File: src/design/csvrfs_pkg.sv
// Package for the CSV row field splitter.
// Holds the parser mode type, character codes, default buffer sizes and the header word.
// No dependencies.
`default_nettype none

package csvrfs_pkg;

  typedef enum logic [2:0] {
    MODE_START      = 3'd0,
    MODE_UNQUOTED   = 3'd1,
    MODE_QUOTED     = 3'd2,
    MODE_QUOTE_PEND = 3'd3,
    MODE_STOPPED    = 3'd4,
    MODE_DONE       = 3'd5
  } mode_t;

  localparam logic [7:0] CH_QUOTE = 8'h22;
  localparam logic [7:0] CH_COMMA = 8'h2C;
  localparam logic [7:0] CH_LF    = 8'h0A;
  localparam logic [7:0] CH_CR    = 8'h0D;
  localparam logic [7:0] CH_NUL   = 8'h00;

  localparam logic [2:0] FIELD_TIME  = 3'd0;
  localparam logic [2:0] FIELD_MAP   = 3'd2;
  localparam logic [2:0] FIELD_COUNT = 3'd4;

  localparam logic       KIND_CHAR    = 1'b0;
  localparam logic       KIND_VERDICT = 1'b1;

  localparam int TIME_BUF_DEF    = 32;
  localparam int PLAYERS_BUF_DEF = 256;
  localparam int MAP_BUF_DEF     = 128;
  localparam int CODE_BUF_DEF    = 64;
  localparam int LINE_BUF_DEF    = 512;

  localparam logic [4:0] TIME_LEN_MAX   = 5'd31;
  localparam logic [4:0] HEADER_LEN     = 5'd4;
  localparam logic [7:0] FIELD_LEN_MAX  = 8'd255;

  // Lower-case letters of the header word "time".
  function automatic logic [7:0] header_char(input logic [1:0] pos);
    logic [7:0] ch;
    unique case (pos)
      2'd0: ch = 8'h74;
      2'd1: ch = 8'h69;
      2'd2: ch = 8'h6D;
      2'd3: ch = 8'h65;
      default: ch = 8'h65;
    endcase
    return ch;
  endfunction

  function automatic logic [7:0] fold_case(input logic [7:0] ch);
    logic [7:0] lc;
    lc = ch;
    if (ch >= 8'h41 && ch <= 8'h5A) begin
      lc = ch + 8'd32;
    end
    return lc;
  endfunction

endpackage

`default_nettype wire

File: src/design/csv_row_field_splitter.sv
// CSV row field splitter top level: one-byte-per-cycle quoted field parser while the output is not stalled.
// Depends on csvrfs_pkg for the mode type, character codes and header word.
//
//   channel | valid    | ready     | payload
//   input   | in_valid | in_ready  | char_byte, end_of_line
//   output  | out_valid| out_ready | kind, field_index, out_char, row_valid
//
// The parser state updates in the cycle a request is accepted.
// The result sits in one output register, so a new request is taken whenever that
// register is empty or being drained in the same cycle.
// Reset is synchronous and returns the parser to the start of a line.
// An end-of-line request yields the row verdict and clears the parser.
`default_nettype none

module csv_row_field_splitter #(
  parameter int TIME_BUF    = csvrfs_pkg::TIME_BUF_DEF,
  parameter int PLAYERS_BUF = csvrfs_pkg::PLAYERS_BUF_DEF,
  parameter int MAP_BUF     = csvrfs_pkg::MAP_BUF_DEF,
  parameter int CODE_BUF    = csvrfs_pkg::CODE_BUF_DEF,
  parameter int LINE_BUF    = csvrfs_pkg::LINE_BUF_DEF
) (
  input  wire logic       clk,
  input  wire logic       rst,
  input  wire logic       in_valid,
  output logic            in_ready,
  input  wire logic [7:0] char_byte,
  input  wire logic       end_of_line,
  output logic            out_valid,
  input  wire logic       out_ready,
  output logic            kind,
  output logic [1:0]      field_index,
  output logic [7:0]      out_char,
  output logic            row_valid
);

  localparam int LINE_W = $clog2(LINE_BUF);
  localparam logic [LINE_W-1:0] LINE_LIMIT  = LINE_W'(LINE_BUF - 1);
  localparam logic [8:0]        TIME_CAP    = 9'(TIME_BUF);
  localparam logic [8:0]        PLAYERS_CAP = 9'(PLAYERS_BUF);
  localparam logic [8:0]        MAP_CAP     = 9'(MAP_BUF);
  localparam logic [8:0]        CODE_CAP    = 9'(CODE_BUF);

  csvrfs_pkg::mode_t parse_mode, parse_mode_next;
  logic [2:0]        current_field, current_field_next;
  logic [7:0]        field_length, field_length_next;
  logic [LINE_W-1:0] line_length;
  logic [4:0]        time_length, time_length_next;
  logic              time_header_match, time_header_match_next;
  logic              map_nonempty, map_nonempty_next;

  logic              in_accept;
  logic              line_live;
  logic              is_term;
  logic              do_start;
  logic              do_keep;
  logic [7:0]        keep_char;
  logic [2:0]        keep_field;
  logic [7:0]        keep_length;
  logic [8:0]        keep_cap;
  logic              keep_fits;
  logic              emit_char;
  logic              header_row;
  logic              verdict;

  assign in_ready  = !out_valid || out_ready;
  assign in_accept = in_valid && in_ready;
  assign line_live = line_length < LINE_LIMIT;
  assign is_term   = (char_byte == csvrfs_pkg::CH_NUL) || (char_byte == csvrfs_pkg::CH_CR) ||
                     (char_byte == csvrfs_pkg::CH_LF);

  // Next-state decode of the parser for one byte.
  always_comb begin
    parse_mode_next    = parse_mode;
    current_field_next = current_field;
    field_length_next  = field_length;
    do_start           = 1'b0;
    do_keep            = 1'b0;
    keep_char          = char_byte;
    keep_field         = current_field;
    keep_length        = field_length;
    unique case (parse_mode)
      csvrfs_pkg::MODE_START: begin
        do_start = 1'b1;
      end
      csvrfs_pkg::MODE_UNQUOTED: begin
        if (char_byte == csvrfs_pkg::CH_COMMA) begin
          current_field_next = current_field + 3'd1;
          field_length_next  = '0;
          parse_mode_next    = (current_field + 3'd1 >= csvrfs_pkg::FIELD_COUNT) ?
                               csvrfs_pkg::MODE_DONE : csvrfs_pkg::MODE_START;
        end else if (is_term) begin
          parse_mode_next = csvrfs_pkg::MODE_STOPPED;
        end else begin
          do_keep = 1'b1;
        end
      end
      csvrfs_pkg::MODE_QUOTED: begin
        if (char_byte == csvrfs_pkg::CH_NUL) begin
          parse_mode_next = csvrfs_pkg::MODE_STOPPED;
        end else if (char_byte == csvrfs_pkg::CH_QUOTE) begin
          parse_mode_next = csvrfs_pkg::MODE_QUOTE_PEND;
        end else begin
          do_keep = 1'b1;
        end
      end
      csvrfs_pkg::MODE_QUOTE_PEND: begin
        if (char_byte == csvrfs_pkg::CH_QUOTE) begin
          parse_mode_next = csvrfs_pkg::MODE_QUOTED;
          do_keep         = 1'b1;
          keep_char       = csvrfs_pkg::CH_QUOTE;
        end else begin
          current_field_next = current_field + 3'd1;
          field_length_next  = '0;
          keep_field         = current_field + 3'd1;
          keep_length        = '0;
          if (current_field + 3'd1 >= csvrfs_pkg::FIELD_COUNT) begin
            parse_mode_next = csvrfs_pkg::MODE_DONE;
          end else if (char_byte == csvrfs_pkg::CH_COMMA) begin
            parse_mode_next = csvrfs_pkg::MODE_START;
          end else begin
            do_start = 1'b1;
          end
        end
      end
      csvrfs_pkg::MODE_STOPPED, csvrfs_pkg::MODE_DONE: begin
        parse_mode_next = parse_mode;
      end
      default: begin
        parse_mode_next = parse_mode;
      end
    endcase
    if (do_start) begin
      if (is_term) begin
        parse_mode_next = csvrfs_pkg::MODE_STOPPED;
      end else if (char_byte == csvrfs_pkg::CH_QUOTE) begin
        parse_mode_next = csvrfs_pkg::MODE_QUOTED;
      end else if (char_byte == csvrfs_pkg::CH_COMMA) begin
        current_field_next = keep_field + 3'd1;
        field_length_next  = '0;
        parse_mode_next    = (keep_field + 3'd1 >= csvrfs_pkg::FIELD_COUNT) ?
                             csvrfs_pkg::MODE_DONE : csvrfs_pkg::MODE_START;
      end else begin
        parse_mode_next = csvrfs_pkg::MODE_UNQUOTED;
        do_keep         = 1'b1;
      end
    end
    if (do_keep) begin
      field_length_next = (keep_length < csvrfs_pkg::FIELD_LEN_MAX) ?
                          keep_length + 8'd1 : keep_length;
    end
  end

  // Kept-character bookkeeping and row verdict.
  always_comb begin
    unique case (keep_field[1:0])
      2'd0: keep_cap = TIME_CAP;
      2'd1: keep_cap = PLAYERS_CAP;
      2'd2: keep_cap = MAP_CAP;
      2'd3: keep_cap = CODE_CAP;
      default: keep_cap = CODE_CAP;
    endcase
    keep_fits              = ({1'b0, keep_length} + 9'd1) < keep_cap;
    emit_char              = do_keep && keep_fits;
    time_length_next       = time_length;
    time_header_match_next = time_header_match;
    map_nonempty_next      = map_nonempty;
    if (emit_char && keep_field == csvrfs_pkg::FIELD_TIME) begin
      if (keep_length >= 8'd4 ||
          csvrfs_pkg::fold_case(keep_char) != csvrfs_pkg::header_char(keep_length[1:0])) begin
        time_header_match_next = 1'b0;
      end
      if (time_length < csvrfs_pkg::TIME_LEN_MAX) begin
        time_length_next = time_length + 5'd1;
      end
    end
    if (emit_char && keep_field == csvrfs_pkg::FIELD_MAP) begin
      map_nonempty_next = 1'b1;
    end
    header_row = time_header_match && (time_length == csvrfs_pkg::HEADER_LEN);
    verdict    = (time_length != '0) && map_nonempty && !header_row;
  end

  always_ff @(posedge clk) begin
    if (rst) begin
      parse_mode        <= csvrfs_pkg::MODE_START;
      current_field     <= '0;
      field_length      <= '0;
      line_length       <= '0;
      time_length       <= '0;
      time_header_match <= 1'b1;
      map_nonempty      <= 1'b0;
    end else if (in_accept) begin
      if (end_of_line) begin
        parse_mode        <= csvrfs_pkg::MODE_START;
        current_field     <= '0;
        field_length      <= '0;
        line_length       <= '0;
        time_length       <= '0;
        time_header_match <= 1'b1;
        map_nonempty      <= 1'b0;
      end else if (line_live) begin
        parse_mode        <= parse_mode_next;
        current_field     <= current_field_next;
        field_length      <= field_length_next;
        line_length       <= line_length + LINE_W'(1);
        time_length       <= time_length_next;
        time_header_match <= time_header_match_next;
        map_nonempty      <= map_nonempty_next;
      end
    end
  end

  always_ff @(posedge clk) begin
    if (rst) begin
      out_valid <= 1'b0;
    end else if (in_accept) begin
      out_valid <= end_of_line || (line_live && emit_char);
    end else if (out_ready) begin
      out_valid <= 1'b0;
    end
  end

  always_ff @(posedge clk) begin
    if (in_accept) begin
      if (end_of_line) begin
        kind        <= csvrfs_pkg::KIND_VERDICT;
        field_index <= '0;
        out_char    <= '0;
        row_valid   <= verdict;
      end else begin
        kind        <= csvrfs_pkg::KIND_CHAR;
        field_index <= keep_field[1:0];
        out_char    <= keep_char;
        row_valid   <= 1'b0;
      end
    end
  end

  a_done_at_last_field: assert property (@(posedge clk) disable iff (rst)
    (parse_mode == csvrfs_pkg::MODE_DONE) == (current_field == csvrfs_pkg::FIELD_COUNT))
    else $error("parser mode and field count disagree");

  a_verdict_payload: assert property (@(posedge clk) disable iff (rst)
    (out_valid && kind == csvrfs_pkg::KIND_VERDICT) |-> (out_char == '0 && field_index == '0))
    else $error("verdict carries a character");

  a_char_payload: assert property (@(posedge clk) disable iff (rst)
    (out_valid && kind == csvrfs_pkg::KIND_CHAR) |-> !row_valid)
    else $error("character result carries a verdict");

  a_line_end_clears: assert property (@(posedge clk) disable iff (rst)
    (in_accept && end_of_line) |=>
      (line_length == '0 && parse_mode == csvrfs_pkg::MODE_START && current_field == '0))
    else $error("end of line did not clear the parser");

  a_held_result: assert property (@(posedge clk) disable iff (rst)
    (out_valid && !out_ready) |-> !in_ready)
    else $error("request taken while a result is stalled");

endmodule

`default_nettype wire

File: config.mk
export PLATFORM = sky130hd
export DESIGN_NAME = csv_row_field_splitter
export DESIGN_NICKNAME = d
export VERILOG_FILES = /design/src/design/csvrfs_pkg.sv /design/src/design/csv_row_field_splitter.sv
export SDC_FILE = /design/constraint.sdc
export NUM_CORES = 1
export LEC_CHECK = 0
export ABC_AREA = 1
export BUFFER_PORTS_ARGS = -buffer_cell sky130_fd_sc_hd__buf_4
export CAP_MARGIN = 20
export CORE_ASPECT_RATIO = 2
export CORE_UTILIZATION = 55
export DETAILED_ROUTE_END_ITERATION = 6
export PLACE_DENSITY = 0.84
export SYNTH_ARGS = -nofsm -noshare
export SYNTH_HDL_FRONTEND = slang
export SYNTH_SLANG_ARGS = --single-unit
File: constraint.sdc
create_clock -name clk -period 5.2 [get_ports clk]
set_clock_uncertainty 0.15 [all_clocks]
set_input_delay 0.26 -clock clk [delete_from_list [all_inputs] [get_ports clk]]
set_output_delay 0.26 -clock clk [all_outputs]
set_load 0.01 [all_outputs]
==> out/results.txt, run 1 <==
critical path's top delay family - simple AND/OR/NAND/NOR gates
cell area power density - 255 nW/µm²
CP bufs+invs - 3
drt initial violations - 115
Startpoint Class - flip-flop
DR vias - 2890
MaxCap Viol Count - 0
synthesized area per cell - 6.93 µm²
LEAKAGE - 1.49 nW
Setup TNS - 0 ns
combinational share of power - 28.9%
Post-Synth XOR/XNOR Area - 2.66%
sequential share of the synthesized area - 33.1%
Slowest cell on crit path - dfxtp_1
RSZ-0062 raised after global routing - false
CTS H-tree depth - 2
clock-pin slew on the worst setup and hold paths - 0.08 ns
fillers - 467
hold buffers post-CTS - 0
Switch Pwr - 0.289 mW
Final nets - 482
Slew HR - 36.4%
clk buf depth - 2
CP Cell Sequence - inv_1 -> nand2_1 -> nor2_2 -> nand2_4 -> nand2_1 -> inv_1 -> ha_1 -> nand2_1 -> nor2_1 -> nand3_1 -> nor2_2 -> nand2_2 -> inv_1 -> ha_1 -> a21o_1 -> nor2_2 -> nand3_2 -> nand2_4 -> nand3_1 -> a21oi_1
area post-placement - 3180 µm²
CTS resizes - 0
worst endpoint required time - 5.28 ns
grt total ovfl - 0
post-route ant nets - 0
dpl cells - 504
initial antenna violation count - 0
vias in the first global route - 2827
Root Driver - clkbuf_8
Post-Synth Adder-Cell Area - 6.75%
Post-Synth Simple-Gate Area - 31.1%
drt via density - 5.64
die height - 106 µm
DRC viols - 0
Detail Placement HPWL - 5870 µm
layout cells sized above 1 - 14.3%
Post-Layout Cell Count - 512
post-synthesis compound-gate area fraction - 15.6%
most frequent cells in the layout - 92 x nand2_1, 64 x inv_1, 47 x nor2_1, 31 x dfxtp_1, 30 x a21oi_1
total chip power - 0.834 mW
Pre-Repair DR Iteration Count - 5
commonest non-fill, non-tap cell in the layout - nand2_1
Final Hold Viols - 0
outcome - completed
Fmax - 304 MHz
Final Instance Area - 3270 µm²
CTS Sinks - 43
routed len/inst - 14.7 µm
yosys warns - 0
row cnt - 37
Netlist Area Pre-Place - 2960 µm²
cells after synthesis - 428
Placer Congestion - 0.998
Die W - 53.9 µm
Mapped Nets - 457
Routed WL - 7520 µm
Internal - 0.545 mW
Initial Util - 57.2%
mux contribution to synthesized area - 0%
Reg power frac - 45.9%
worst min path class - input pin to flip-flop
#FFs+latches synth - 43
Tcrit/Tclk final - 63.3%
# setup viols final - 0
Net Sw Frac - 34.6%
Worst-Skew Late Latency - 0.30 ns
worst setup margin - 1.91 ns
clock network power share - 25.1%
postcts setup bufs - 0
Ant. Diodes - 0
Total GRT Usage - 28.9%
critical path arrival - 3.37 ns
Crit Path Max Fanout - 11
largest family of logic cells by synthesized area - simple AND/OR/NAND/NOR gates
Num CTS Buffers - 5
Critical Path End Type - flip-flop
first-pass GRT wire length - 12000 µm
full die area - 5700 µm²
Synth cell types - 40
Slew Limit Fails - 0
Final Hold Slack - 0.0754 ns
largest net degree at the start of global routing - 19
fin util - 63.0%
Setup CP Type - flip-flop to flip-flop
fin crit period - 3.29 ns
PortBufs - 26
pre-CTS setup slack - 1.87 ns
CTS tree - done
Max VDD drop - 0.177 mV
synth-to-layout area growth - 10.3%
Core Box Area - 5180 µm²
Crit path largest cell delay - 0.36 ns
IO Count - 27
Least-Margin Pin Slew - 0.951 ns
[sequential cells by signal, indices dropped and copies added (netlist names)]
| name | count |
|---|---|
| line_length | 9 |
| time_header_match | 1 |
| time_length | 5 |
| row_valid | 1 |
| field_length | 8 |
| out_char | 8 |
| parse_mode | 3 |
| current_field | 3 |
| kind | 1 |
| map_nonempty | 1 |
| field_index | 2 |
| out_valid | 1 |
[cell type report]
cell class | count | area, µm² | share of cell area, %
multi-input combinational | 305 | 1660 | 50.9
sequential | 43 | 981 | 30.0
inverter | 72 | 273 | 8.35
timing repair buffer | 26 | 195 | 5.97
clock buffer | 6 | 72.6 | 2.22
tap | 58 | 72.6 | 2.22
clock inverter | 2 | 11.3 | 0.345
[layer usage]
metal,part of all wire [%],vias to the layer above,GRT usage [%]
met5,0,-,0
met2,54,108,51.3
met4,6.7,0,22.9
met1,35,1302,25.8
met3,4.3,45,5.34
li1,-,1435,-
[worst reg2reg max path, cell delays in order (launching register included)]
cell and delay (ns):
dfxtp_1 0.36, inv_1 0.08, nand2_1 0.17, nor2_2 0.10, nand2_4 0.16, nand2_1 0.12, inv_1 0.11, ha_1 0.19
nand2_1 0.06, nor2_1 0.15, nand3_1 0.12, nor2_2 0.13, nand2_2 0.11, inv_1 0.13, ha_1 0.26, a21o_1 0.20
nor2_2 0.14, nand3_2 0.11, nand2_4 0.12, nand3_1 0.09, a21oi_1 0.16
[worst paths after layout]
path                  startpoint        endpoint  slack [ns]  cells after the start
setup / recovery   parse_mode[2]  time_length[2]        1.91                     20
hold / removal          in_valid       out_valid        0.08                      3
setup reg to reg   parse_mode[2]  time_length[2]        1.91                     20
hold reg to reg   line_length[5]  line_length[5]        0.30                      1
[logic make-up (layout without fill, tap and decap cells)]
kind of cell	Yosys count	in the layout
and+or+nand+nor	203	203
buffers and inverters	80	106
AOI/OAI and AO/OA	77	77
DFF	43	43
adders and majority gates	16	16
xor gates and xnor gates	9	9
[cells in the mapped netlist, drive strengths merged]
cell type / instances / area [µm²]
a211oi: 3 / 22.5
a21o: 1 / 7.51
a21oi: 30 / 150
a31oi: 2 / 12.5
buf: 3 / 28.8
clkbuf: 5 / 18.8
clkinv: 2 / 7.51
dfxtp: 31 / 621
edfxtp: 12 / 360
ha: 16 / 200
inv: 70 / 265
nand2: 103 / 429
nand3: 29 / 155
nand3b: 1 / 11.3
nand4: 5 / 31.3
nor2: 54 / 230
nor3: 9 / 45.0
nor4: 2 / 18.8
o2111ai: 3 / 26.3
o211ai: 4 / 30.0
o21a: 1 / 7.51
o21ai: 29 / 164
o21bai: 1 / 18.8
o221ai: 1 / 8.76
o31ai: 2 / 15.0
xnor2: 3 / 26.3
xor2: 6 / 52.6
[power groups by stage]
| stage | clock network, mW | logic [mW] | registers [mW] |
|---|---|---|---|
| 2_1_floorplan | 0 | 0.171 | 0.390 |
| 3_3_place_gp | 0 | 0.232 | 0.389 |
| 3_5_place_dp | 0 | 0.237 | 0.390 |
| 4_1_cts | 0.215 | 0.239 | 0.382 |
| 5_1_grt | 0.231 | 0.268 | 0.386 |
| 6_report | 0.210 | 0.241 | 0.383 |
No activity file was read; power rests on OpenSTA's default activity.
==> inputs of run 2 (changes only) <==
Settings changed: CORE_UTILIZATION 55 to 54, PLACE_DENSITY 0.84 to 0.85.
Clock period 5.2 ns to 2.9 ns, I/O delays scaled along.
==> out/results.txt, run 2 (synthesized netlist as in run 1, its figures left out) <==
Worst-Skew Late Latency - 0.31 ns
CTS H-tree depth - 2
initial antenna violation count - 0
Final nets - 506
pre-CTS setup slack - -0.0546 ns
Slew Limit Fails - 0
PortBufs - 26
Worst path depth - 22
DRC viols - 0
total chip power - 1.55 mW
Final Instance Area - 3510 µm²
area post-placement - 3310 µm²
Pre-Repair DR Iteration Count - 5
Crit Path Max Fanout - 5
worst min path class - input pin to flip-flop
grt total ovfl - 0
CTS Sinks - 43
most frequent cells in the layout - 90 x nand2_1, 59 x inv_1, 46 x nor2_1, 46 x buf_4, 30 x a21oi_1
die height - 107 µm
commonest non-fill, non-tap cell in the layout - nand2_1
Crit path largest cell delay - 0.36 ns
vias in the first global route - 2913
first-pass GRT wire length - 12600 µm
full die area - 5810 µm²
R2R Path End - time_length[1]
largest net degree at the start of global routing - 19
routed len/inst - 15.0 µm
post-route ant nets - 0
drt via density - 5.66
Final Hold Viols - 0
FF-to-FF setup slack - 0.16 ns
Setup crit end - time_length[1]
r2r startpoint - parse_mode[2]
# setup viols final - 0
Initial Util - 56.7%
Fmax - 365 MHz
Startpoint Class - flip-flop
clk buf depth - 2
critical path arrival - 2.85 ns
fin util - 67.1%
dpl cells - 521
Total GRT Usage - 30.4%
Most flops, register - line_length
Least-Margin Pin Slew - 0.583 ns
Crit. Startpoint - parse_mode[2]
worst endpoint required time - 3.01 ns
CP bufs+invs - 3
synth-to-layout area growth - 18.4%
cell area power density - 443 nW/µm²
clock-pin slew on the worst setup and hold paths - 0.08 ns
CP most frequent cell - nand2_1
layout cells sized above 1 - 21.1%
DR vias - 3033
worst setup margin - 0.157 ns
MaxCap Viol Count - 0
Routed WL - 8020 µm
outcome - completed
Core Box Area - 5230 µm²
biggest regs - line_length x9, field_length x8, out_char x8
Tcrit/Tclk final - 94.6%
Slowest cell on crit path - dfxtp_2
CP Cell Sequence - inv_2 -> nand2_2 -> nor2_4 -> nand2_4 -> nand2_1 -> inv_2 -> ha_4 -> nand2_1 -> nor2_2 -> nand3_2 -> nor2_4 -> nand2_2 -> inv_2 -> ha_4 -> a21o_1 -> nor2_2 -> nand3_2 -> nand2_4 -> nand2_2 -> nand2_1 -> nand2_1 -> nor2_2
LEAKAGE - 1.58 nW
Post-Layout Cell Count - 536
Critical Path End Type - flip-flop
Max VDD drop - 0.331 mV
max FFs per register - 9
critical path's top delay family - simple AND/OR/NAND/NOR gates
IO Count - 27
Setup CP Type - flip-flop to flip-flop
Slew HR - 61.1%
Placer Congestion - 0.972
Ant. Diodes - 0
Num CTS Buffers - 5
row cnt - 37
Root Driver - clkbuf_8
Die W - 54.4 µm
fin crit period - 2.74 ns
FF-to-FF path depth - 22
drt initial violations - 84
Detail Placement HPWL - 6120 µm
CTS tree - done
[run 2: cell types whose count changed in the layout (fill, tap and decap cells not counted), sizes merged]
| cell | before | now |
|---|---|---|
| dlygate4sd3 | 0 | 3 |
| nand2 | 103 | 104 |
| buf | 26 | 46 |
[run 2: where the power goes]
part           total [mW]  switching [mW]  internal, mW
registers           0.690          0.0313         0.659
clock network       0.383           0.214         0.169
logic               0.481           0.300         0.181
[run 2: per-layer routing]
metal  share of wire (%)  global-route usage (%)  vias to the layer above  wire [µm]
met1                  34                    24.9                     1410       2720
met4                 5.8                    24.5                        0        466
met2                  56                    53.9                      100       4510
met5                   0                       0                        -          0
li1                    -                       -                     1488          -
met3                 3.9                    9.36                       35        316
[run 2: cell type report]
cell class              count  area, µm²
clock buffers               6       72.6
clock inverters             2       11.3
fillers                   458       1720
inverters                  72        275
multi-input cells         306       1720
flip-flops and latches     43        985
well taps                  58       72.6
repair buffers             49        375
[run 2: how the worst min path moves through the flow]
stage | to | slack [ns] | cells past startpoint | from
floorplan | kind | 0.09 | 0 | end_of_line
global placement | out_valid | 0.27 | 3 | in_valid
detailed placement | out_valid | 0.29 | 3 | in_valid
CTS | time_length[1] | 0.009 | 2 | rst
global route | time_length[2] | 0.02 | 2 | rst
finish | time_length[1] | 0.006 | 2 | rst
[run 2: worst register-to-register path: cells and delay by family (launching register included)]
kind,cells,cell delay [ns]
buffers and inverters,3,0.21
AO/OA/AOI/OAI,1,0.18
AND/OR/NAND/NOR,16,1.43
adder cells (fa/ha/maj),2,0.34
flip-flops,1,0.36
[run 2: through the flow]
step                      TNS (ns)  hold slack [ns]
after floorplan                  0           0.0939
after global placement           0            0.266
after detailed placement    -0.251            0.290
after CTS                        0          0.00882
after global routing       -0.0196           0.0211
final                            0          0.00592
[run 2: timing repair]
item / 4_1_cts / 5_1_grt
buffers inserted: 0 / 3
gates resized for setup: 0 / 18
hold buffers: 3 / 0
endpoints found under the hold margin: 2 / 0
endpoints found under the setup margin: 0 / 8
